$ cat src/sv/sft_pkg.sv
// Shared types, widths and defaults for the sparse fast transpose block.
package sft_pkg;

  // Field widths
  localparam int ROW_W   = 8;
  localparam int COL_W   = 6;
  localparam int VAL_W   = 32;
  localparam int CNT_W   = 6;
  localparam int CFG_W   = 7;
  localparam int CMP_W   = 9;

  // Number of distinct column codes the column field can carry
  localparam int COL_SPAN = 2 ** COL_W;

  // Defaults
  localparam int DEF_MAX_ENTRIES = 32;
  localparam int DEF_MAX_COLUMNS = 64;
  localparam logic [CFG_W-1:0] CFG_RESET = CFG_W'(64);

  // Depth of the queue between front and back
  localparam int Q_DEPTH = 2;
  localparam int QP_W    = 1;

  // One stored triplet
  typedef struct packed {
    logic [ROW_W-1:0]        row;
    logic [COL_W-1:0]        col;
    logic signed [VAL_W-1:0] val;
  } entry_t;

  // One classified item on its way to the back end
  typedef struct packed {
    entry_t ent;
    logic   keep;
    logic   last;
  } item_t;

  // Back end sequencer
  typedef enum logic [3:0] {
    S_LOAD,
    S_LOAD_WR,
    S_PRE_RD,
    S_PRE_WR,
    S_SC_RD,
    S_SC_COL,
    S_SC_WR,
    S_EM_RD,
    S_EM_WR,
    S_DONE
  } back_state_t;

endpackage

$ cat src/sv/sft_front.sv
// Front end: column count register and classification of incoming triplets.
module sft_front import sft_pkg::*; #(
  parameter int MAX_COLUMNS = DEF_MAX_COLUMNS
) (
  input  logic                    clk,
  input  logic                    rst,
  input  logic                    cfg_write,
  input  logic [CFG_W-1:0]        cfg_data,
  input  logic                    push,
  input  logic [ROW_W-1:0]        row_index,
  input  logic [COL_W-1:0]        column_index,
  input  logic signed [VAL_W-1:0] entry_value,
  input  logic                    is_last,
  input  logic                    q_full,
  output logic                    full,
  output logic                    q_push,
  output item_t                   q_item
);

  logic [CFG_W-1:0] column_count;
  logic             in_range;

  // Column count register
  always_ff @(posedge clk) begin
    if (rst) begin
      column_count <= CFG_RESET;
    end else if (cfg_write) begin
      column_count <= cfg_data;
    end
  end

  // Keep only columns below both the configured count and the build limit
  assign in_range = (CMP_W'(column_index) < CMP_W'(column_count)) &&
                    (CMP_W'(column_index) < CMP_W'(MAX_COLUMNS));

  assign full   = q_full;
  assign q_push = push && !q_full;

  always_comb begin
    q_item.ent.row = row_index;
    q_item.ent.col = column_index;
    q_item.ent.val = entry_value;
    q_item.keep    = in_range;
    q_item.last    = is_last;
  end

endmodule

$ cat src/sv/sft_queue.sv
// Two-entry queue between the front end and the back end.
module sft_queue import sft_pkg::*; (
  input  logic  clk,
  input  logic  rst,
  input  logic  wr_en,
  input  item_t wr_item,
  input  logic  rd_en,
  output item_t rd_item,
  output logic  q_full,
  output logic  q_empty
);

  localparam int LVL_W = $clog2(Q_DEPTH + 1);

  item_t              slots [Q_DEPTH];
  logic [QP_W-1:0]    wr_ptr;
  logic [QP_W-1:0]    rd_ptr;
  logic [LVL_W-1:0]   level;
  logic               do_wr;
  logic               do_rd;

  assign q_full  = (level == LVL_W'(Q_DEPTH));
  assign q_empty = (level == '0);
  assign do_wr   = wr_en && !q_full;
  assign do_rd   = rd_en && !q_empty;
  assign rd_item = slots[rd_ptr];

  // Pointers and fill level
  always_ff @(posedge clk) begin
    if (rst) begin
      wr_ptr <= '0;
      rd_ptr <= '0;
      level  <= '0;
    end else begin
      if (do_wr) wr_ptr <= wr_ptr + 1'b1;
      if (do_rd) rd_ptr <= rd_ptr + 1'b1;
      if (do_wr && !do_rd) level <= level + 1'b1;
      else if (do_rd && !do_wr) level <= level - 1'b1;
    end
  end

  // Storage
  always_ff @(posedge clk) begin
    if (do_wr) slots[wr_ptr] <= wr_item;
  end

endmodule

$ cat src/sv/sft_back.sv
// Back end: entry store, column tallies, prefix sum, stable scatter and result output.
module sft_back import sft_pkg::*; #(
  parameter int MAX_ENTRIES = DEF_MAX_ENTRIES,
  parameter int MAX_COLUMNS = DEF_MAX_COLUMNS
) (
  input  logic                    clk,
  input  logic                    rst,
  input  item_t                   q_item,
  input  logic                    q_empty,
  output logic                    q_pop,
  input  logic                    pop,
  output logic                    empty,
  output logic [COL_W-1:0]        out_row,
  output logic [ROW_W-1:0]        out_column,
  output logic signed [VAL_W-1:0] out_value,
  output logic [CNT_W-1:0]        entry_count,
  output logic                    out_last
);

  localparam int CW          = $clog2(MAX_ENTRIES + 1);
  localparam int AW          = (MAX_ENTRIES > 1) ? $clog2(MAX_ENTRIES) : 1;
  localparam int TALLY_DEPTH = (MAX_COLUMNS < COL_SPAN) ? MAX_COLUMNS : COL_SPAN;
  localparam int TW          = (TALLY_DEPTH > 1) ? $clog2(TALLY_DEPTH) : 1;

  back_state_t state, state_next;

  // Memories
  logic [CW-1:0] tally_mem [TALLY_DEPTH];
  logic          tally_valid [TALLY_DEPTH];
  entry_t        store_mem [MAX_ENTRIES];
  entry_t        sort_mem  [MAX_ENTRIES];

  // Registers
  logic [CW-1:0] count;
  logic [CW-1:0] idx;
  logic [TW-1:0] col_ptr;
  logic [CW-1:0] sum;
  entry_t        held;
  logic          held_last;
  logic [CW-1:0] tally_rd;
  logic          tally_rd_ok;
  entry_t        store_rd;
  entry_t        sort_rd;
  logic          out_valid;

  // Control from the sequencer
  logic          take_item;
  logic          load_wr;
  logic          pre_wr;
  logic          col_wrap;
  logic          sc_wr;
  logic          idx_end;
  logic          out_load;
  logic          done;
  logic [TW-1:0] tally_raddr;
  logic [TW-1:0] tally_waddr;
  logic [CW-1:0] tally_wdata;
  logic          tally_we;
  logic [CW-1:0] tval;
  logic          room;

  assign tval     = tally_rd_ok ? tally_rd : '0;
  assign room     = (count < CW'(MAX_ENTRIES));
  assign idx_end  = ((idx + 1'b1) == count);
  assign col_wrap = (col_ptr == TW'(TALLY_DEPTH - 1));
  assign empty    = !out_valid;

  // State register
  always_ff @(posedge clk) begin
    if (rst) state <= S_LOAD;
    else     state <= state_next;
  end

  // Next state and control
  always_comb begin
    state_next  = state;
    q_pop       = 1'b0;
    take_item   = 1'b0;
    load_wr     = 1'b0;
    pre_wr      = 1'b0;
    sc_wr       = 1'b0;
    out_load    = 1'b0;
    done        = 1'b0;
    tally_raddr = q_item.ent.col[TW-1:0];
    unique case (state)
      S_LOAD: begin
        if (!q_empty) begin
          q_pop = 1'b1;
          if (q_item.keep && room) begin
            take_item  = 1'b1;
            state_next = S_LOAD_WR;
          end else if (q_item.last) begin
            state_next = (count == '0) ? S_DONE : S_PRE_RD;
          end
        end
      end
      S_LOAD_WR: begin
        load_wr    = 1'b1;
        state_next = held_last ? S_PRE_RD : S_LOAD;
      end
      S_PRE_RD: begin
        tally_raddr = col_ptr;
        state_next  = S_PRE_WR;
      end
      S_PRE_WR: begin
        pre_wr     = 1'b1;
        state_next = col_wrap ? S_SC_RD : S_PRE_RD;
      end
      S_SC_RD: begin
        state_next = S_SC_COL;
      end
      S_SC_COL: begin
        tally_raddr = store_rd.col[TW-1:0];
        state_next  = S_SC_WR;
      end
      S_SC_WR: begin
        sc_wr      = 1'b1;
        state_next = idx_end ? S_EM_RD : S_SC_RD;
      end
      S_EM_RD: begin
        state_next = S_EM_WR;
      end
      S_EM_WR: begin
        if (!out_valid || pop) begin
          out_load   = 1'b1;
          state_next = idx_end ? S_DONE : S_EM_RD;
        end
      end
      S_DONE: begin
        done       = 1'b1;
        state_next = S_LOAD;
      end
      default: state_next = S_LOAD;
    endcase
  end

  // Tally write port
  always_comb begin
    tally_we    = load_wr || pre_wr || sc_wr;
    tally_waddr = held.col[TW-1:0];
    tally_wdata = tval + 1'b1;
    if (pre_wr) begin
      tally_waddr = col_ptr;
      tally_wdata = sum;
    end else if (sc_wr) begin
      tally_waddr = store_rd.col[TW-1:0];
    end
  end

  // Tally memory: counts while loading, start offsets after the prefix sum
  always_ff @(posedge clk) begin
    if (tally_we) tally_mem[tally_waddr] <= tally_wdata;
    tally_rd <= tally_mem[tally_raddr];
  end

  // Tally valid bits; an entry not written this matrix reads as zero
  always_ff @(posedge clk) begin
    if (rst || done) begin
      for (int i = 0; i < TALLY_DEPTH; i++) tally_valid[i] <= 1'b0;
    end else if (tally_we) begin
      tally_valid[tally_waddr] <= 1'b1;
    end
  end

  always_ff @(posedge clk) begin
    tally_rd_ok <= tally_valid[tally_raddr];
  end

  // Entry store and sorted copy
  always_ff @(posedge clk) begin
    if (load_wr) store_mem[count[AW-1:0]] <= held;
    if (sc_wr)   sort_mem[tval[AW-1:0]]   <= store_rd;
    store_rd <= store_mem[idx[AW-1:0]];
    sort_rd  <= sort_mem[idx[AW-1:0]];
  end

  // Latched item waiting for its tally update
  always_ff @(posedge clk) begin
    if (take_item) begin
      held      <= q_item.ent;
      held_last <= q_item.last;
    end
  end

  // Counters and running sum
  always_ff @(posedge clk) begin
    if (rst || done) begin
      count   <= '0;
      idx     <= '0;
      col_ptr <= '0;
      sum     <= '0;
    end else begin
      if (load_wr) count <= count + 1'b1;
      if (pre_wr) begin
        sum     <= sum + tval;
        col_ptr <= col_wrap ? '0 : col_ptr + 1'b1;
      end
      if (sc_wr || out_load) idx <= idx_end ? '0 : idx + 1'b1;
    end
  end

  // Result register
  always_ff @(posedge clk) begin
    if (rst) begin
      out_valid <= 1'b0;
    end else if (out_load) begin
      out_valid <= 1'b1;
    end else if (pop) begin
      out_valid <= 1'b0;
    end
  end

  always_ff @(posedge clk) begin
    if (out_load) begin
      out_row     <= sort_rd.col;
      out_column  <= sort_rd.row;
      out_value   <= sort_rd.val;
      entry_count <= CNT_W'(count);
      out_last    <= idx_end;
    end
  end

endmodule

$ cat src/sv/sparse_fast_transpose.sv
// Sparse matrix fast transpose: stores row/column/value triplets, counts entries per
// column, and when the item marked last arrives emits the transposed triplets in
// column-major order, keeping arrival order within a column. Entries with a column at
// or above the configured column count or MAX_COLUMNS, or arriving once MAX_ENTRIES
// are stored, are dropped; a dropped item marked last still ends the matrix. Each kept
// entry takes a tally read, then a tally and store write in the back end; a two-entry
// queue lets the input side run ahead. After the last item the back end runs a prefix
// sum over min(MAX_COLUMNS, 64) columns (tally read, then offset write), a scatter of
// each stored entry (store read, tally read, sorted write) and an output pass; the
// tally memory has a single registered read port. The next matrix is taken only after
// the last result has been loaded into the output register.
module sparse_fast_transpose import sft_pkg::*; #(
  parameter int MAX_ENTRIES = DEF_MAX_ENTRIES,
  parameter int MAX_COLUMNS = DEF_MAX_COLUMNS
) (
  input  logic                    clk,
  input  logic                    rst,
  input  logic                    cfg_write,
  input  logic [CFG_W-1:0]        cfg_data,
  input  logic                    push,
  output logic                    full,
  input  logic [ROW_W-1:0]        row_index,
  input  logic [COL_W-1:0]        column_index,
  input  logic signed [VAL_W-1:0] entry_value,
  input  logic                    is_last,
  output logic                    empty,
  input  logic                    pop,
  output logic [COL_W-1:0]        out_row,
  output logic [ROW_W-1:0]        out_column,
  output logic signed [VAL_W-1:0] out_value,
  output logic [CNT_W-1:0]        entry_count,
  output logic                    out_last
);

  item_t f_item;
  item_t q_item;
  logic  f_push;
  logic  q_full;
  logic  q_empty;
  logic  q_pop;

  // Classify and queue incoming transfers
  sft_front #(
    .MAX_COLUMNS (MAX_COLUMNS)
  ) u_front (
    .clk          (clk),
    .rst          (rst),
    .cfg_write    (cfg_write),
    .cfg_data     (cfg_data),
    .push         (push),
    .row_index    (row_index),
    .column_index (column_index),
    .entry_value  (entry_value),
    .is_last      (is_last),
    .q_full       (q_full),
    .full         (full),
    .q_push       (f_push),
    .q_item       (f_item)
  );

  sft_queue u_queue (
    .clk     (clk),
    .rst     (rst),
    .wr_en   (f_push),
    .wr_item (f_item),
    .rd_en   (q_pop),
    .rd_item (q_item),
    .q_full  (q_full),
    .q_empty (q_empty)
  );

  // Store, sort and emit
  sft_back #(
    .MAX_ENTRIES (MAX_ENTRIES),
    .MAX_COLUMNS (MAX_COLUMNS)
  ) u_back (
    .clk         (clk),
    .rst         (rst),
    .q_item      (q_item),
    .q_empty     (q_empty),
    .q_pop       (q_pop),
    .pop         (pop),
    .empty       (empty),
    .out_row     (out_row),
    .out_column  (out_column),
    .out_value   (out_value),
    .entry_count (entry_count),
    .out_last    (out_last)
  );

endmodule

$ cat config.mk
export PLATFORM = sky130hd
export DESIGN_NAME = sparse_fast_transpose
export DESIGN_NICKNAME = d
export VERILOG_FILES = /design/src/sv/sft_pkg.sv /design/src/sv/sft_front.sv /design/src/sv/sft_queue.sv /design/src/sv/sft_back.sv /design/src/sv/sparse_fast_transpose.sv
export SDC_FILE = /design/constraint.sdc
export NUM_CORES = 2
export LEC_CHECK = 0
export BUFFER_PORTS_ARGS = -buffer_cell sky130_fd_sc_hd__buf_4
export CAP_MARGIN = 40
export CORE_ASPECT_RATIO = 1.5
export CORE_MARGIN = 2
export CORE_UTILIZATION = 55
export DETAILED_ROUTE_END_ITERATION = 8
export HOLD_SLACK_MARGIN = 0.08
export PLACE_DENSITY = 0.81
export SYNTH_ARGS = -nofsm -noshare
export SYNTH_HDL_FRONTEND = slang
export SYNTH_SLANG_ARGS = --single-unit
$ cat constraint.sdc
create_clock -name clk -period 11.4 [get_ports clk]
set_input_delay 1.14 -clock clk [delete_from_list [all_inputs] [get_ports clk]]
set_output_delay 1.14 -clock clk [all_outputs]
set_load 0.02 [all_outputs]
==> results.txt <==
Setup Skew: 0.0757 ns
GP Congestion: 0.844
setup_tns: 0 ns
gr ovfl total: 0
largest family of logic cells by synthesized area: multiplexers
Power Density: 208 nW/um2
post-synthesis average cell area: 22.0 um2
crit path kind: register to register
total core area: 250000 um2
post-DR wirelength/cell: 37.9 um
status: completed
vias post-DR: 71900
Worst Max-Slew Pin Slew: 1.18 ns
post-route cell area: 157000 um2
GRT Total Usage: 30.0%
adder-cell share of the synthesized area: 0.196%
Placed Area: 146000 um2
sequential fraction of design power: 52.0%
Crit path required time: 11.88 ns
CTS tree: done
multi-input combinational cell area: 29400 um2
Layout fillers: 15100
Pleak: 47.9 nW
initial drt markers: 12400
Initial Util: 55.2%
Yosys top cell area share: 75.2%
synthesized flop and latch total: 3662
CTS Buf Count: 319
Hold Vio Cnt, Final: 0
commonest cells after routing, fill and taps aside: 3460 x edfxtp_1, 920 x mux4_2, 329 x clkbuf_16, 260 x nor2_1, 227 x buf_4
clock sinks: 3662
Clk pwr share: 33.8%
Mapped Area: 138000 um2
xor/xnor share of the synthesized area: 0.158%
CTS Root Buffer Type: clkbuf_16
Die Height: 618 um
Syn Nets: 6363
Fin Hold WS: 0.383 ns
Gate power share: 14.3%
share of layout cells above drive strength 1: 28.7%
Via density: 7.06
min Tclk post-route: 4.61 ns
number of synthesized flops with an enable pin: 3460
DR pass1 iterations: 6
Synth Area in Simple Gates: 2.37%
DP HPWL: 187000 um
Ports: 114
area leader, netlist: edfxtp_1
endpoints failing setup: 0
CP Launch Type: register
Final Net Count: 6708
most common cell after layout, fill and taps aside: edfxtp_1
unrepaired setup endpoints after global routing: false
global-route wire length before repair: 540000 um
Worst-Skew Late Latency: 0.92 ns
Die Width: 413 um
Post-Route Utilization: 62.6%
Post-CTS Resized: 0
Synth cell types: 66
peak supply drop: 0.000229 V
postcts setup bufs: 0
largest fanout on the critical path: 31
CTS clock-pin slew for the worst setup and hold paths: 0.07 ns
DRC viols: 0
Synth Area in Compound Gates: 1.88%
Register Area: 108000 um2
initial antenna violation count: 9
Syn Inst Count: 6283
Arr. time, crit path: 5.09 ns
Synth async-reset ratio: 0%
H-Tree Depth: 5
non-filler instance count after layout: 10200
FMAX: 0.217 GHz
Synth Flop Type: edfxtp_1
die area: 255000 um2
switching power: 0.00850 W
multiplexer share of the synthesized area: 16.2%
Hold Buf Count CTS: 0
synth top area cells: edfxtp_1 75%, mux4_2 15%, dfxtp_1 2.9%
CP endpoint kind: register
WL final: 386000 um
Slew headroom: 21.6%
Max Cap Viol: 0
site row count: 225
total internal power: 0.0240 W
Clock Tree Buf Depth: 4
largest net degree at the start of global routing: 163
pins over their slew limit: 0
vias in the first global route: 72700
Seq/Total Area, Yosys: 78.1%
Hold Crit Class: register to register
Synth Warn #: 0
placed cell count: 9578
Area growth, synth to finish: 13.3%
Port Buf Inserts: 113
Final Cycle Share: 40.5%
post-route ant nets: 0
Sw Share: 26.1%
area by class of cell:
type	instances	share of cell area, %
Clock buffer	418	5.53
Antenna cell	4	0.00639
Clock inverter	156	1.01
Timing Repair Buffer	356	3.06
Multi-Input combinational cell	2270	18.8
Tap cell	3291	2.63
Sequential cell	3662	68.9
Inverter	19	0.0455
power groups by stage:
stage | clock network [W] | registers (W) | logic (W)
detailed placement | 0 | 0.0173 | 0.00414
global route | 0.0114 | 0.0169 | 0.00487
CTS | 0.0110 | 0.0170 | 0.00428
floorplan | 0 | 0.0172 | 0.00241
global placement | 0 | 0.0175 | 0.00332
finish | 0.0110 | 0.0169 | 0.00464
Yosys cell counts (all sizes together), types with 3 or more instances:
cell type and n:
a31oi 30, o21ai 91, or3 5, nor2 329
inv 18, o22ai 45, mux4 920, ha 20
nor3b 3, and3 40, o211ai 3, a211oi 25
nor3 31, nand2b 10, and2 7, edfxtp 3460
clkbuf 206, buf 126, mux2 137, dfxtp 202
nand3b 4, xor2 13, xnor2 12, or2 4
nand4 6, nand2 167, a22o 13, mux2i 15
a21o 16, or4 12, o21a 69, nand3 90
a21oi 117, nor2b 11
flip-flops by register name (all words and copies together), names as in the netlist, 7 cells and up, named ones only:
| signal | flops |
|---|---|
| u_back.sort_mem | 1472 |
| u_back.store_mem | 1472 |
| u_back.tally_mem | 320 |
| u_queue.slots | 96 |
| u_back.tally_valid | 64 |
| u_back.held | 46 |
| u_back.sort_rd | 46 |
| u_back.store_rd | 46 |
| u_back.out_value | 32 |
| u_back.out_column | 8 |
| u_front.column_count | 7 |
stage by stage:
step	power, W	setup slack, ns
after global routing	0.0332	6.84
after floorplan	0.0196	6.86
after detailed placement	0.0214	7.14
final	0.0325	6.79
after global placement	0.0209	7.04
after CTS	0.0323	7.01
metal layers:
layer / global-route usage [%] / routed length [um]
met5: 0 / 21
met4: 16.6 / 25100
met3: 6.17 / 44100
met2: 50.1 / 196000
met1: 36.6 / 121000
worst paths after layout:
path                            cells past startpoint  slack [ns]                    startpoint                                  to
worst min register to register                      0        0.38    u_back.sort_rd[24]$_DFF_P_      u_back.out_value[24]$_DFFE_PP_
worst min-delay path                                0        0.38    u_back.sort_rd[24]$_DFF_P_      u_back.out_value[24]$_DFFE_PP_
worst max register to register                      5        6.79  u_back.state[2]$_SDFFE_PP0P_  u_back.store_mem[20][12]$_DFFE_PP_
worst max-delay path                                5        6.79  u_back.state[2]$_SDFFE_PP0P_  u_back.store_mem[20][12]$_DFFE_PP_
critical path: stages (launching register included):
cell and delay, ns:
dfxtp_1 0.53, nor2_1 0.58, and3_1 0.52, nand2_1 0.62, nor2_4 0.99, buf_4 0.88
cells by family after synthesis:
| kind of cell | after synthesis |
|---|---|
| AND/OR/NAND/NOR | 730 |
| XOR/XNOR | 25 |
| adder cells (fa/ha/maj) | 21 |
| buffers and inverters | 351 |
| AO/OA/AOI/OAI | 422 |
| multiplexers | 1072 |
| flip-flops | 3662 |
Note: power is estimated with default switching activity, not from simulation.
